[src/hw/rtl/smfm_pkg.sv]
// Shared types and constants of the sorted frequency mask merger.
package smfm_pkg;

  // Default frequency width in bits
  localparam int unsigned FREQ_BITS_DEF = 36;
  // Default depth of the queue between front and back (power of two)
  localparam int unsigned QUEUE_DEPTH_DEF = 4;
  // Width of the half-width register and its value after reset
  localparam int unsigned HALF_BITS = 24;
  localparam logic [HALF_BITS-1:0] HALF_RESET = 24'd50;

  // Result status codes
  localparam logic STATUS_OK    = 1'b0;
  localparam logic STATUS_ORDER = 1'b1;

  // Control part of one queued request
  typedef struct packed {
    logic is_err;   // out-of-order frequency, emit an error result only
    logic g_final;  // first result closes the run
    logic two_res;  // a single-point group at p_freq follows as final result
  } ctl_t;

endpackage

[src/hw/rtl/smfm_front.sv]
// Front end: accepts frequencies, tracks the open group and queues emit requests.
module smfm_front #(
  parameter int unsigned FREQ_BITS = smfm_pkg::FREQ_BITS_DEF
) (
  input  logic                           clk_i,
  input  logic                           rst_ni,
  input  logic                           in_valid_i,
  output logic                           in_ready_o,
  input  logic [FREQ_BITS-1:0]           freq_i,
  input  logic                           run_end_i,
  input  logic [smfm_pkg::HALF_BITS-1:0] half_i,
  input  logic                           q_full_i,
  output logic                           push_o,
  output smfm_pkg::ctl_t                 ctl_o,
  output logic [FREQ_BITS-1:0]           g_first_o,
  output logic [FREQ_BITS-1:0]           g_last_o,
  output logic [FREQ_BITS-1:0]           p_freq_o
);

  localparam int unsigned SW =
    ((FREQ_BITS > smfm_pkg::HALF_BITS + 1) ? FREQ_BITS : smfm_pkg::HALF_BITS + 1) + 1;

  logic                 open_q, open_d;
  logic [FREQ_BITS-1:0] first_q, first_d;
  logic [FREQ_BITS-1:0] prev_q, prev_d;
  logic                 accept;
  logic [SW-1:0]        limit;
  logic [SW-1:0]        freq_ext;

  assign in_ready_o = ~q_full_i;
  assign accept     = in_valid_i & ~q_full_i;

  // Join limit: previous frequency plus two half-widths
  assign freq_ext = {{(SW-FREQ_BITS){1'b0}}, freq_i};
  assign limit    = {{(SW-FREQ_BITS){1'b0}}, prev_q}
                  + {{(SW-smfm_pkg::HALF_BITS-1){1'b0}}, half_i, 1'b0};

  // Classify the item and form the emit request
  always_comb begin
    open_d    = open_q;
    first_d   = first_q;
    prev_d    = prev_q;
    push_o    = 1'b0;
    ctl_o     = '0;
    g_first_o = first_q;
    g_last_o  = prev_q;
    p_freq_o  = freq_i;
    if (accept) begin
      if (!open_q) begin
        // open a new group
        first_d   = freq_i;
        prev_d    = freq_i;
        open_d    = ~run_end_i;
        push_o    = run_end_i;
        g_first_o = freq_i;
        g_last_o  = freq_i;
        ctl_o.g_final = 1'b1;
      end else if (freq_i < prev_q) begin
        // abort the run on out-of-order frequency
        open_d       = 1'b0;
        first_d      = '0;
        prev_d       = '0;
        push_o       = 1'b1;
        ctl_o.is_err = 1'b1;
        ctl_o.g_final = 1'b1;
      end else if (freq_ext > limit) begin
        // close the open group and start a new one here
        first_d       = freq_i;
        prev_d        = freq_i;
        open_d        = ~run_end_i;
        push_o        = 1'b1;
        ctl_o.two_res = run_end_i;
      end else begin
        // extend the open group
        prev_d        = freq_i;
        open_d        = ~run_end_i;
        push_o        = run_end_i;
        g_last_o      = freq_i;
        ctl_o.g_final = 1'b1;
      end
    end
  end

  // Hold group state
  always_ff @(posedge clk_i or negedge rst_ni) begin
    if (!rst_ni) begin
      open_q  <= 1'b0;
      first_q <= '0;
      prev_q  <= '0;
    end else begin
      open_q  <= open_d;
      first_q <= first_d;
      prev_q  <= prev_d;
    end
  end

`ifndef NO_ASSERTIONS
  a_err_single : assert property (@(posedge clk_i) disable iff (!rst_ni)
    (push_o && ctl_o.is_err) |-> (ctl_o.g_final && !ctl_o.two_res && !open_d))
    else $error("error request must be a single final result");
  a_final_closes : assert property (@(posedge clk_i) disable iff (!rst_ni)
    (push_o && (ctl_o.g_final || ctl_o.two_res)) |=> !open_q)
    else $error("group still open after final request");
`endif

endmodule

[src/hw/rtl/smfm_queue.sv]
// Small register queue that decouples the front end from the result stage.
module smfm_queue #(
  parameter int unsigned WIDTH = 8,
  parameter int unsigned DEPTH = smfm_pkg::QUEUE_DEPTH_DEF
) (
  input  logic             clk_i,
  input  logic             rst_ni,
  input  logic             push_i,
  input  logic [WIDTH-1:0] wdata_i,
  output logic             full_o,
  input  logic             pop_i,
  output logic [WIDTH-1:0] rdata_o,
  output logic             empty_o
);

  localparam int unsigned PW = $clog2(DEPTH);
  localparam int unsigned CW = $clog2(DEPTH + 1);

  logic [WIDTH-1:0] mem_q [DEPTH];
  logic [PW-1:0]    wr_ptr_q, rd_ptr_q;
  logic [CW-1:0]    cnt_q;

  assign full_o  = (cnt_q == CW'(DEPTH));
  assign empty_o = (cnt_q == '0);
  assign rdata_o = mem_q[rd_ptr_q];

  // Write the entry at the tail
  always_ff @(posedge clk_i) begin
    if (push_i) begin
      mem_q[wr_ptr_q] <= wdata_i;
    end
  end

  // Advance pointers and fill count
  always_ff @(posedge clk_i or negedge rst_ni) begin
    if (!rst_ni) begin
      wr_ptr_q <= '0;
      rd_ptr_q <= '0;
      cnt_q    <= '0;
    end else begin
      if (push_i) wr_ptr_q <= wr_ptr_q + PW'(1);
      if (pop_i)  rd_ptr_q <= rd_ptr_q + PW'(1);
      if (push_i && !pop_i)      cnt_q <= cnt_q + CW'(1);
      else if (pop_i && !push_i) cnt_q <= cnt_q - CW'(1);
    end
  end

`ifndef NO_ASSERTIONS
  a_no_overflow : assert property (@(posedge clk_i) disable iff (!rst_ni)
    push_i |-> !full_o)
    else $error("push into full queue");
  a_no_underflow : assert property (@(posedge clk_i) disable iff (!rst_ni)
    pop_i |-> !empty_o)
    else $error("pop from empty queue");
`endif

endmodule

[src/hw/rtl/smfm_back.sv]
// Result stage: expands queued requests into mask intervals in an output register.
module smfm_back #(
  parameter int unsigned FREQ_BITS = smfm_pkg::FREQ_BITS_DEF
) (
  input  logic                           clk_i,
  input  logic                           rst_ni,
  input  logic                           q_empty_i,
  output logic                           q_pop_o,
  input  smfm_pkg::ctl_t                 ctl_i,
  input  logic [FREQ_BITS-1:0]           g_first_i,
  input  logic [FREQ_BITS-1:0]           g_last_i,
  input  logic [FREQ_BITS-1:0]           p_freq_i,
  input  logic [smfm_pkg::HALF_BITS-1:0] half_i,
  output logic                           out_valid_o,
  input  logic                           out_ready_i,
  output logic [FREQ_BITS:0]             center_x2_o,
  output logic [FREQ_BITS:0]             width_o,
  output logic                           status_o,
  output logic                           final_o
);

  localparam int unsigned OW = FREQ_BITS + 1;
  localparam int unsigned WW =
    ((OW > smfm_pkg::HALF_BITS + 1) ? OW : smfm_pkg::HALF_BITS + 1) + 1;

  logic              out_valid_q;
  logic [OW-1:0]     center_q, width_q;
  logic              status_q, final_q;
  logic              second_q;
  logic              load, take;
  logic [FREQ_BITS-1:0] lo_f, hi_f;
  logic [OW-1:0]     center_d;
  logic [WW-1:0]     width_full;
  logic [OW-1:0]     width_d;

  assign load = ~out_valid_q | out_ready_i;
  assign take = load & ~q_empty_i;
  assign q_pop_o = take & (second_q | ctl_i.is_err | ~ctl_i.two_res);

  // Select the group bounds of the result being built
  assign lo_f = second_q ? p_freq_i : g_first_i;
  assign hi_f = second_q ? p_freq_i : g_last_i;

  // Center times two and width with margins
  assign center_d   = {1'b0, lo_f} + {1'b0, hi_f};
  assign width_full = {{(WW-FREQ_BITS){1'b0}}, hi_f - lo_f}
                    + {{(WW-smfm_pkg::HALF_BITS-1){1'b0}}, half_i, 1'b0};
  assign width_d    = width_full[OW-1:0];

  // Load the output register
  always_ff @(posedge clk_i) begin
    if (take) begin
      if (ctl_i.is_err && !second_q) begin
        center_q <= '0;
        width_q  <= '0;
        status_q <= smfm_pkg::STATUS_ORDER;
        final_q  <= 1'b1;
      end else begin
        center_q <= center_d;
        width_q  <= width_d;
        status_q <= smfm_pkg::STATUS_OK;
        final_q  <= second_q | ctl_i.g_final;
      end
    end
  end

  // Track output valid and the second result of a split-and-close request
  always_ff @(posedge clk_i or negedge rst_ni) begin
    if (!rst_ni) begin
      out_valid_q <= 1'b0;
      second_q    <= 1'b0;
    end else begin
      if (load) out_valid_q <= ~q_empty_i;
      if (take) second_q <= ~second_q & ~ctl_i.is_err & ctl_i.two_res;
    end
  end

  assign out_valid_o = out_valid_q;
  assign center_x2_o = center_q;
  assign width_o     = width_q;
  assign status_o    = status_q;
  assign final_o     = final_q;

`ifndef NO_ASSERTIONS
  a_second_has_head : assert property (@(posedge clk_i) disable iff (!rst_ni)
    second_q |-> (!q_empty_i && ctl_i.two_res && !ctl_i.is_err))
    else $error("second result pending without its request");
  a_first_not_final : assert property (@(posedge clk_i) disable iff (!rst_ni)
    $rose(second_q) |-> (out_valid_q && !final_q))
    else $error("first half of split request marked final");
`endif

endmodule

[src/hw/rtl/sorted_frequency_mask_merger.sv]
// Top level of the sorted frequency mask merger.
// Usage:
//   s_axis carries ascending frequencies (tdata) with tlast marking the end
//   of a run. m_axis returns mask intervals: tdata holds center_x2 and width,
//   tuser the status (out-of-order error), tlast the final result of a run.
//   cfg writes min_half_width; write it only while the block is idle.
// Timing:
//   An item is classified in the cycle it is accepted and its request enters
//   a queue of QUEUE_DEPTH entries (four by default); from the queue head its
//   first result is loaded into the m_axis output register once it is free.
//   One item is accepted every cycle while the queue has room; the result stage
//   drives one result per cycle while m_axis accepts, two for a split at run end.
// Reset:
//   No group is open, the queue and output are empty, min_half_width is 50.
// Backpressure:
//   A stalled m_axis holds its result; the queue absorbs up to QUEUE_DEPTH
//   requests (four by default) before s_axis_tready drops.
module sorted_frequency_mask_merger #(
  parameter int unsigned FREQ_BITS   = smfm_pkg::FREQ_BITS_DEF,
  parameter int unsigned QUEUE_DEPTH = smfm_pkg::QUEUE_DEPTH_DEF
) (
  input  logic                                       clk_i,
  input  logic                                       rst_ni,
  input  logic                                       s_axis_tvalid,
  output logic                                       s_axis_tready,
  input  logic [((FREQ_BITS+7)/8)*8-1:0]             s_axis_tdata,  // freq
  input  logic                                       s_axis_tlast,  // run_end
  output logic                                       m_axis_tvalid,
  input  logic                                       m_axis_tready,
  output logic [((2*(FREQ_BITS+1)+7)/8)*8-1:0]       m_axis_tdata,  // center_x2, width
  output logic                                       m_axis_tuser,  // status
  output logic                                       m_axis_tlast,  // final_element
  input  logic                                       cfg_valid_i,
  output logic                                       cfg_ready_o,
  input  logic [smfm_pkg::HALF_BITS-1:0]             cfg_data_i     // min_half_width
);

  localparam int unsigned OW    = FREQ_BITS + 1;
  localparam int unsigned OUT_W = ((2*OW + 7) / 8) * 8;
  localparam int unsigned CTL_W = $bits(smfm_pkg::ctl_t);
  localparam int unsigned EW    = CTL_W + 3*FREQ_BITS;

  logic [smfm_pkg::HALF_BITS-1:0] half_q;
  logic                 push, pop, q_full, q_empty;
  smfm_pkg::ctl_t       f_ctl, b_ctl;
  logic [FREQ_BITS-1:0] f_first, f_last, f_p;
  logic [FREQ_BITS-1:0] b_first, b_last, b_p;
  logic [EW-1:0]        q_wdata, q_rdata;
  logic [OW-1:0]        center_x2, width;

  // Hold the half-width register
  assign cfg_ready_o = 1'b1;
  always_ff @(posedge clk_i or negedge rst_ni) begin
    if (!rst_ni) begin
      half_q <= smfm_pkg::HALF_RESET;
    end else if (cfg_valid_i) begin
      half_q <= cfg_data_i;
    end
  end

  smfm_front #(.FREQ_BITS(FREQ_BITS)) u_front (
    .clk_i      (clk_i),
    .rst_ni     (rst_ni),
    .in_valid_i (s_axis_tvalid),
    .in_ready_o (s_axis_tready),
    .freq_i     (s_axis_tdata[FREQ_BITS-1:0]),
    .run_end_i  (s_axis_tlast),
    .half_i     (half_q),
    .q_full_i   (q_full),
    .push_o     (push),
    .ctl_o      (f_ctl),
    .g_first_o  (f_first),
    .g_last_o   (f_last),
    .p_freq_o   (f_p)
  );

  // Pack and unpack queue entries
  assign q_wdata = {f_ctl, f_first, f_last, f_p};
  assign {b_ctl, b_first, b_last, b_p} = q_rdata;

  smfm_queue #(.WIDTH(EW), .DEPTH(QUEUE_DEPTH)) u_queue (
    .clk_i   (clk_i),
    .rst_ni  (rst_ni),
    .push_i  (push),
    .wdata_i (q_wdata),
    .full_o  (q_full),
    .pop_i   (pop),
    .rdata_o (q_rdata),
    .empty_o (q_empty)
  );

  smfm_back #(.FREQ_BITS(FREQ_BITS)) u_back (
    .clk_i       (clk_i),
    .rst_ni      (rst_ni),
    .q_empty_i   (q_empty),
    .q_pop_o     (pop),
    .ctl_i       (b_ctl),
    .g_first_i   (b_first),
    .g_last_i    (b_last),
    .p_freq_i    (b_p),
    .half_i      (half_q),
    .out_valid_o (m_axis_tvalid),
    .out_ready_i (m_axis_tready),
    .center_x2_o (center_x2),
    .width_o     (width),
    .status_o    (m_axis_tuser),
    .final_o     (m_axis_tlast)
  );

  // Pack result fields, zero-fill to whole bytes
  assign m_axis_tdata[2*OW-1:0] = {width, center_x2};
  if (OUT_W > 2*OW) begin : g_pad
    assign m_axis_tdata[OUT_W-1:2*OW] = '0;
  end

endmodule

[config.mk]
export PLATFORM = sky130hd
export DESIGN_NAME = sorted_frequency_mask_merger
export DESIGN_NICKNAME = d
export VERILOG_FILES = /design/src/hw/rtl/smfm_pkg.sv /design/src/hw/rtl/smfm_front.sv /design/src/hw/rtl/smfm_queue.sv /design/src/hw/rtl/smfm_back.sv /design/src/hw/rtl/sorted_frequency_mask_merger.sv
export SDC_FILE = /design/constraint.sdc
export NUM_CORES = 1
export LEC_CHECK = 0
export BUFFER_PORTS_ARGS = -buffer_cell sky130_fd_sc_hd__buf_2
export CAP_MARGIN = 20
export CORE_MARGIN = 2
export CORE_UTILIZATION = 62
export DETAILED_ROUTE_END_ITERATION = 10
export HOLD_SLACK_MARGIN = 0.1
export PLACE_DENSITY = 0.78
export SYNTH_ARGS = -nofsm -noshare
export SYNTH_HDL_FRONTEND = slang
export SYNTH_SLANG_ARGS = --single-unit
[constraint.sdc]
create_clock -name clk_i -period 9.3 [get_ports clk_i]
set_clock_uncertainty 0.05 [all_clocks]
set_input_delay 1.395 -clock clk_i [delete_from_list [all_inputs] [get_ports clk_i]]
set_output_delay 1.395 -clock clk_i [all_outputs]
set_load 0.05 [all_outputs]
==> results of run 1 <==
critical path: cells and delay by family, from the launching register on:
kind,cells,cell delay [ns]
XOR/XNOR,1,0.10
adder cells (fa/ha/maj),3,0.96
AND/OR/NAND/NOR,6,1.70
AO/OA/AOI/OAI,13,3.89
flip-flops,1,0.42
buffers and inverters,1,0.45
per-layer routing:
metal / up-vias / track usage (%) / routed length, um / part of all wire [%]
li1: 9833 / - / - / -
met4: 6 / 9.67 / 2040 / 2.5
met5: - / 0 / 39 / 0.047
met1: 10800 / 41.6 / 34000 / 41
met2: 954 / 48.5 / 38700 / 47
met3: 133 / 6.01 / 7400 / 9.0
layout make-up:
cell class              instances  share of cell area (%)
repair buffers                171                    2.78
inverters                     160                    1.64
clock buffers                  71                    4.47
well taps                     688                    2.35
multi-input cells            1651                    37.0
diodes                          5                  0.0342
flip-flops and latches        625                    49.9
clock inverters                45                    1.76
through the flow:
stage	instance area [um^2]	setup slack [ns]
floorplan	32900	1.40
global placement	34200	1.57
detailed placement	34200	1.42
CTS	36500	1.34
global route	36600	0.744
finish	36600	1.35
registers in the layout (all words and copies together), names as in the netlist:
signal and flops:
u_queue.mem_q 444, u_back.width_o 37, u_back.center_x2_o 36, u_front.first_q 36, u_front.prev_q 36, half_q 24
u_queue.cnt_q 3, u_queue.rd_ptr_q 2, u_queue.wr_ptr_q 2, u_back.final_o 1, u_back.out_valid_o 1, u_back.second_q 1
u_back.status_o 1, u_front.open_q 1
cell usage in the layout, fill, tap and decap left out, types with 19 or more instances in the layout:
master,count
edfxtp_1,519
ha_1,195
nor2_1,159
inv_1,157
a21oi_1,155
buf_2,142
mux2_2,133
nand2_1,127
dfrtp_1,100
o21ai_0,90
xnor2_1,86
mux4_2,75
a21o_1,68
clkbuf_16,61
o21a_1,54
mux2i_1,40
nor3_1,38
o22ai_1,37
a22o_1,36
xor2_1,28
nand3_1,24
nand4_1,22
buf_4,22
nand2b_1,19
o21bai_1,19
worst max path at each step:
stage / startpoint / end / slack, ns / cells past startpoint
after floorplan: half_q[0] / u_queue.mem_q[0][0] / 1.40 / 23
after global placement: half_q[0] / u_queue.mem_q[3][80] / 1.57 / 24
after detailed placement: half_q[0] / u_queue.mem_q[3][9] / 1.42 / 24
after CTS: half_q[0] / u_queue.mem_q[3][41] / 1.34 / 24
after global routing: half_q[0] / u_queue.mem_q[3][9] / 0.74 / 24
final: half_q[0] / u_queue.mem_q[3][9] / 1.35 / 24
cells by family after synthesis:
| family | synth area share [%] |
|---|---|
| flops | 55.5 |
| compound gates | 12.1 |
| simple gates | 7.20 |
| buf+inv | 3.54 |
| mux | 10.9 |
| fa+ha+maj | 7.73 |
| xor+xnor | 3.04 |
| other cells | 0.0228 |
==> flow_metrics.env, run 1 <==
export IMPL_outcome="complete, no violations"
export IMPL_fin_util_pct=69.7
export IMPL_synth_edf_count=519
export IMPL_timing_critical_path_cells="ha_1, fa_1, a21o_1, a21oi_1, nor2_1, o21a_1, o41ai_1, o2111ai_1, nand2_1, o21bai_1, a21oi_1, xor2_1, ha_1, nand4_1, or3_1, nor2_1, o31ai_1, o211ai_1, a21oi_1, a211oi_1, o21ai_0, a21oi_1, and2_4, buf_4"
export IMPL_synthArstFlopShare_pct=17.0
export IMPL_ant_nets=0
export IMPL_tns_ns=0
export IMPL_insertion_delay_ns=0.64
export IMPL_die_w_um=234
export IMPL_synthTopCellsByCount="edfxtp_1, ha_1, nor2_1, inv_1, a21oi_1"
export IMPL_drt_wl_total_um=82100
export IMPL_cts_buffers=61
export IMPL_grt_setup_unrepaired="no"
export IMPL_required_ns=9.54
export IMPL_path_max_fanout=32
export IMPL_synth_seq_area_share_pct=55.5
export IMPL_yosysMostFrequentCell="edfxtp_1"
export IMPL_nFillCells=3562
export IMPL_htree_levels=2
export IMPL_reg2reg_slack_ns=1.35
export IMPL_worstReg2RegEnd="u_queue.mem_q[3][9]"
export IMPL_hold_ws_ns=0.457
export IMPL_dp_hpwl_um=54800
export IMPL_drive_above_1_share_pct=19.9
export IMPL_drc_errors=0
export IMPL_min_to="u_front.first_q[1]"
export IMPL_drv_cap=0
export IMPL_cpPeakStageDelay_ns=0.70
export IMPL_yosys_warnings=0
export IMPL_setup_viol=0
export IMPL_crit_path_start_kind="flip-flop"
export IMPL_critical_path_class="flip-flop to flip-flop"
export IMPL_synthFlopType="edfxtp_1"
export IMPL_seq_area_mm2=0.0183
export IMPL_drt_iter0_drc=2064
export IMPL_netlist_instances=2553
export IMPL_grt_pass1_vias=21500
export IMPL_r2r_cells=24
export IMPL_grt_ovfl_total=0
export IMPL_ys_ff_latch=625
export IMPL_hold_depth=1
export IMPL_path_clk_slew_ns=0.07
export IMPL_synth_top_cell_by_area="edfxtp_1"
export IMPL_io_pins=155
export IMPL_start_util_pct=62.7
export IMPL_postCtsSetupBuffers=0
export IMPL_hp_start="u_front.first_q[1]"
export IMPL_synth_top_cell_area_share_pct=47.4
export IMPL_cts_root_buffer="clkbuf_16"
export IMPL_synth_area_leaders="edfxtp_1, dfrtp_1, ha_1"
export IMPL_multi_input_area_mm2=0.0135
export IMPL_grt_start_max_net_pins=78
export IMPL_clock_sinks=625
export IMPL_coreArea_mm2=0.0524
export IMPL_r2r_start="half_q[0]"
export IMPL_worstSetupEndpointType="flip-flop"
export IMPL_io_buffer_count=143
export IMPL_die_area_mm2=0.0549
export IMPL_instances_no_fill=3416
export IMPL_critPathMostFrequentCell="a21oi_1"
export IMPL_dr_total_vias=21800
export IMPL_antenna_found_initial=8
export IMPL_vias_per_cell=6.37
export IMPL_period_minus_slack_ns=7.95
export IMPL_wl_per_cell_um=24.0
export IMPL_hold_viol=0
export IMPL_drv_slew=0
export IMPL_ys_types=99
export IMPL_cts_tree="yes"
export IMPL_ctsHoldBuffers=0
export IMPL_place_congestion=0.892
export IMPL_synth_area_mm2=0.0329
export IMPL_dr_pass1_iters=5
export IMPL_worstMarginPinSlew_ns=1.10
export IMPL_slew_headroom_pct=26.4
export IMPL_dp_cells=3294
export IMPL_fin_crit_sh_pct=85.5
export IMPL_grt_usage_pct=30.2
export IMPL_max_freq_ghz=0.126
export IMPL_grt_pass1_wl_um=125000
export IMPL_die_h_um=234
export IMPL_hold_path_class="flip-flop to flip-flop"
export IMPL_avgSynthCellArea_um2=12.9
export IMPL_critPathSlowestCell="o41ai_1"
export IMPL_row_count=84
export IMPL_critical_path_arrival_ns=8.19
export IMPL_syn_to_final_growth_pct=11.2
export IMPL_ctsResizeCount=0
export IMPL_nNetsFinal=2940
export IMPL_cts_max_path_buffers=3
Power of run 1 is left out: the tool's default activity adds up to more than one toggle a clock period on the data nets, which glitch-free logic cannot reach.
==> inputs of run 2 (changes only) <==
SYNTH_HIERARCHICAL = 1   (was unset)
==> flow_metrics.env, run 2 <==
export IMPL_outcome="complete, no violations"
export IMPL_critical_path_arrival_ns=7.44
export IMPL_layout_common_cells="edfxtp_1, inv_1, ha_1"
export IMPL_wl_per_cell_um=23.8
export IMPL_fin_area_mm2=0.0368
export IMPL_max_freq_ghz=0.138
export IMPL_grt_setup_unrepaired="no"
export IMPL_start_util_pct=62.8
export IMPL_timing_critical_path_cells="ha_1, fa_1, a21o_1, a221oi_2, o22ai_1, nor2b_1, nor3_1, o21ai_0, xnor2_1, ha_1, nand4_1, nor4_1, a2111oi_2, nor2_2, a21boi_0, o221a_2, and2_4, buf_4"
export IMPL_drt_wl_total_um=81300
export IMPL_hold_ws_ns=0.449
export IMPL_largest_reg_flops=444
export IMPL_synthTopCellsByCount="edfxtp_1, inv_1, ha_1, nor2_1, nand2_1"
export IMPL_die_h_um=238
export IMPL_dr_pass1_iters=6
export IMPL_critical_path_class="flip-flop to flip-flop"
export IMPL_slew_headroom_pct=20.5
export IMPL_required_ns=9.51
export IMPL_ctsResizeCount=0
export IMPL_htree_levels=2
export IMPL_synth_top_cell_area_share_pct=46.0
export IMPL_grt_usage_pct=28.9
export IMPL_grt_ovfl_total=0
export IMPL_hold_depth=1
export IMPL_r2r_cells=18
export IMPL_seq_area_mm2=0.0183
export IMPL_cpPeakStageDelay_ns=0.79
export IMPL_nNetsFinal=2938
export IMPL_drv_slew=0
export IMPL_row_count=85
export IMPL_final_common_cell="edfxtp_1"
export IMPL_hold_viol=0
export IMPL_crit_end="u_queue/mem_q[3][98]"
export IMPL_netlist_instances=2581
export IMPL_cts_max_path_buffers=3
export IMPL_tns_ns=0
export IMPL_largest_register="u_queue/mem_q"
export IMPL_synth_area_mm2=0.0339
export IMPL_drive_above_1_share_pct=18.8
export IMPL_yosysMostFrequentCell="edfxtp_1"
export IMPL_synth_top_cell_by_area="edfxtp_1"
export IMPL_ctsHoldBuffers=0
export IMPL_synth_edf_count=519
export IMPL_grt_start_max_net_pins=78
export IMPL_synth_area_leaders="edfxtp_1, dfrtp_1, mux4_2"
export IMPL_antenna_found_initial=3
export IMPL_cts_buffers=60
export IMPL_yosys_warnings=6
export IMPL_path_clk_slew_ns=0.06
export IMPL_crit_path_start_kind="flip-flop"
export IMPL_period_minus_slack_ns=7.22
export IMPL_dr_total_vias=21500
export IMPL_drc_errors=0
export IMPL_startpoint="half_q[0]"
export IMPL_dp_hpwl_um=55200
export IMPL_multi_input_area_mm2=0.0138
export IMPL_postCtsSetupBuffers=0
export IMPL_setup_viol=0
export IMPL_ys_ff_latch=625
export IMPL_io_pins=155
export IMPL_fin_util_pct=68.3
export IMPL_fin_crit_sh_pct=77.7
export IMPL_critPathMostFrequentCell="ha_1"
export IMPL_path_max_fanout=55
export IMPL_reg2reg_slack_ns=2.08
export IMPL_cts_root_buffer="clkbuf_16"
export IMPL_avgSynthCellArea_um2=13.1
export IMPL_synth_seq_area_share_pct=53.8
export IMPL_ant_nets=0
export IMPL_synthFlopType="edfxtp_1"
export IMPL_clock_sinks=625
export IMPL_ys_types=112
export IMPL_io_buffer_count=143
export IMPL_worstMarginPinSlew_ns=1.19
export IMPL_insertion_delay_ns=0.64
export IMPL_die_w_um=238
export IMPL_critPathSlowestCell="and2_4"
export IMPL_hold_path_class="flip-flop to flip-flop"
export IMPL_worstSetupEndpointType="flip-flop"
export IMPL_nFillCells=3677
export IMPL_drt_iter0_drc=2365
export IMPL_grt_pass1_wl_um=125000
export IMPL_place_congestion=0.930
export IMPL_drv_cap=0
export IMPL_worstReg2RegEnd="u_queue/mem_q[3][98]"
export IMPL_vias_per_cell=6.31
export IMPL_die_area_mm2=0.0565
export IMPL_post_dp_cell_area_mm2=0.0347
export IMPL_syn_to_final_growth_pct=8.66
export IMPL_coreArea_mm2=0.0539
export IMPL_r2r_start="half_q[0]"
export IMPL_grt_pass1_vias=21900
export IMPL_cts_tree="yes"
export IMPL_synthArstFlopShare_pct=17.0
==> run 2: cell types whose count changed after synthesis, sizes merged, moves of 36 or more <==
cell,before,now
mux2i,40,0
mux4,75,111
clkbuf,73,37
mux2,133,97
buf,49,111
inv,160,208
==> run 2: routing by layer <==
layer  up-vias  track usage (%)  share of wire, %
met3       132             4.92               7.8
li1       9831                -                 -
met2       885             46.5                47
met1     10700             41.2                43
met4         4             7.99               2.5
met5         -                0             0.034
==> run 2: worst max-delay path: cells and delay by family (launching register included) <==
family	cells	cell delay [ns]
AND/OR/NAND/NOR	6	2.56
AO/OA/AOI/OAI	7	1.94
adder cells (fa/ha/maj)	3	1.01
buffers and inverters	1	0.55
flip-flops	1	0.52
XOR/XNOR	1	0.16
==> run 2: worst min-delay path by stage <==
| stage | from | end | slack (ns) |
|---|---|---|---|
| 4_1_cts | u_queue/cnt_q[2] | u_queue/cnt_q[2] | 0.45 |
| 2_1_floorplan | u_queue/cnt_q[2] | u_queue/cnt_q[2] | 0.41 |
| 3_5_place_dp | u_queue/cnt_q[2] | u_queue/cnt_q[2] | 0.44 |
| 3_3_place_gp | u_queue/cnt_q[2] | u_queue/cnt_q[2] | 0.42 |
| 5_1_grt | u_queue/cnt_q[2] | u_queue/cnt_q[2] | 0.48 |
| 6_report | u_queue/cnt_q[2] | u_queue/cnt_q[2] | 0.45 |
==> run 2: metrics by stage <==
stage	cells	setup slack [ns]
floorplan	2586	1.91
global placement	3300	2.25
detailed placement	3300	2.14
CTS	3413	2.10
global route	3414	1.73
finish	3415	2.08
==> run 2: area by class of cell <==
cell class              instances  share of cell area [%]
repair buffers                166                    2.49
diodes                          2                  0.0136
well taps                     696                    2.36
clock inverters                40                    1.47
clock buffers                  73                    4.40
flip-flops and latches        625                    49.6
inverters                     209                    2.13
multi-input cells            1604                    37.6
==> run 2: kinds of logic (layout without fill, tap and decap cells) <==
logic type	Yosys count	count (layout)	synth area share [%]
DFF	625	625	53.8
other	2	9	0.0222
xor gates and xnor gates	124	124	3.23
buffers and inverters	357	488	5.51
AOI/OAI and AO/OA	578	578	12.0
and+or+nand+nor	485	485	6.99
muxes	208	208	10.8
adders and majority gates	202	202	7.57
Power of run 2 is left out for the same reason.
==> inputs of run 3 (changes only) <==
CORE_UTILIZATION = 56   (was 62)
PLACE_DENSITY = 0.75   (was 0.78)
clock period = 6 ns   (was 9.3 ns; I/O delays follow)
==> flow_metrics.env, run 3 (synthesized netlist as in run 2, its figures left out) <==
export IMPL_worstReg2RegEnd="u_back/width_o[32]"
export IMPL_nFillCells=4339
export IMPL_nNetsFinal=3103
export IMPL_syn_to_final_growth_pct=14.1
export IMPL_reg2reg_slack_ns=0.19
export IMPL_drive_above_1_share_pct=24.1
export IMPL_post_place_ws_ns=-0.0467
export IMPL_ctsHoldBuffers=0
export IMPL_worstMarginPinSlew_ns=1.07
export IMPL_htree_levels=2
export IMPL_drv_cap=0
export IMPL_drt_wl_total_um=83800
export IMPL_cts_buffers=61
export IMPL_layout_common_cells="edfxtp_1, inv_1, ha_1"
export IMPL_worstSetupEndpointType="flip-flop"
export IMPL_period_minus_slack_ns=5.81
export IMPL_antenna_found_initial=9
export IMPL_grt_pass1_wl_um=130000
export IMPL_r2r_cells=23
export IMPL_io_pins=155
export IMPL_required_ns=6.33
export IMPL_ant_nets=0
export IMPL_io_buffer_count=143
export IMPL_multi_input_area_mm2=0.0140
export IMPL_wl_per_cell_um=22.8
export IMPL_r2r_start="u_queue/rd_ptr_q[0]"
export IMPL_dr_pass1_iters=5
export IMPL_seq_area_mm2=0.0183
export IMPL_cpPeakStageDelay_ns=0.50
export IMPL_grt_usage_pct=26.9
export IMPL_drt_iter0_drc=2314
export IMPL_grt_ovfl_total=0
export IMPL_vias_per_cell=6.08
export IMPL_largest_reg_flops=444
export IMPL_grt_setup_unrepaired="yes"
export IMPL_path_clk_slew_ns=0.07
export IMPL_cp_top_family="compound AO/OA/AOI/OAI gates"
export IMPL_largest_register="u_queue/mem_q"
export IMPL_drv_slew=0
export IMPL_dr_total_vias=22300
export IMPL_coreArea_mm2=0.0601
export IMPL_final_common_cell="edfxtp_1"
export IMPL_die_h_um=250
export IMPL_max_freq_ghz=0.172
export IMPL_critPathSlowestCell="mux4_2"
export IMPL_start_util_pct=56.4
export IMPL_hold_ws_ns=0.353
export IMPL_hold_viol=0
export IMPL_outcome="complete, no violations"
export IMPL_row_count=90
export IMPL_cts_max_path_buffers=3
export IMPL_crit_path_start_kind="flip-flop"
export IMPL_layout_setup_ws_ns=0.186
export IMPL_grt_start_max_net_pins=77
export IMPL_drc_errors=0
export IMPL_clock_sinks=625
export IMPL_insertion_delay_ns=0.64
export IMPL_hold_path_class="input port to async pin"
export IMPL_die_area_mm2=0.0625
export IMPL_fin_crit_sh_pct=96.9
export IMPL_die_w_um=250
export IMPL_critical_path_arrival_ns=6.14
export IMPL_grt_pass1_vias=22900
export IMPL_path_max_fanout=7
export IMPL_setup_viol=0
export IMPL_path_buf_inv=3
export IMPL_place_congestion=0.888
export IMPL_dp_hpwl_um=58100
export IMPL_timing_critical_path_cells="buf_12, mux4_2, nand2_1, buf_4, o21a_1, ha_1, or3_1, a21oi_2, a211oi_2, or2_2, buf_4, xor2_1, ha_1, a21oi_2, o21ai_0, o2111ai_1, a32oi_2, o311a_4, a221oi_4, and4b_2, nor3b_2, xnor2_1, and2_1"
export IMPL_slew_headroom_pct=28.7
export IMPL_cts_tree="yes"
export IMPL_critical_path_class="flip-flop to flip-flop"
export IMPL_tns_ns=0
export IMPL_cts_root_buffer="clkbuf_16"
==> run 3: how the worst max path moves through the flow <==
stage                                    from             endpoint  slack (ns)  cells after the start
after global routing      u_queue/rd_ptr_q[0]   u_back/width_o[32]      -0.009                     29
after floorplan                     half_q[0]  u_queue/mem_q[1][0]       -0.15                     21
final                     u_queue/rd_ptr_q[0]   u_back/width_o[32]        0.19                     23
after CTS                           half_q[0]     u_queue/cnt_q[1]       -0.05                     25
after global placement              half_q[0]     u_queue/cnt_q[1]        0.04                     25
after detailed placement            half_q[0]     u_queue/cnt_q[1]       -0.05                     25
==> run 3: final cells by class <==
cell class	count	share of cell area (%)
Clock buffer	79	4.33
Clock inverter	37	1.27
Antenna cell	7	0.0453
Multi-Input combinational cell	1604	36.2
Inverter	209	2.03
Timing Repair Buffer	330	6.40
Sequential cell	625	47.2
Tap cell	782	2.53
==> run 3: metrics by stage <==
stage          instance area [um^2]  cells  utilization [%]
6_report                      38700   3673             64.3
5_1_grt                       38700   3673             64.3
4_1_cts                       38400   3657             63.9
3_5_place_dp                  36200   3541             60.2
3_3_place_gp                  36200   3541             60.2
2_1_floorplan                 33900   2586                -
==> run 3: timing repair <==
action,CTS,global route
resized for setup,5,37
setup endpoints to repair,5,397
buffers inserted,0,8
pin swaps,0,26
gates cloned,0,1
==> run 3: metal layers <==
metal / part of all wire [%] / vias to the layer above / global-route usage (%) / wire, um
met5: 0.032 / - / 0 / 27
met4: 2.8 / 4 / 8.90 / 2350
met3: 7.9 / 135 / 4.45 / 6580
met2: 47 / 895 / 43.8 / 39700
met1: 42 / 11100 / 37.0 / 35200
li1: - / 10200 / - / -
Power of run 3 is left out for the same reason.
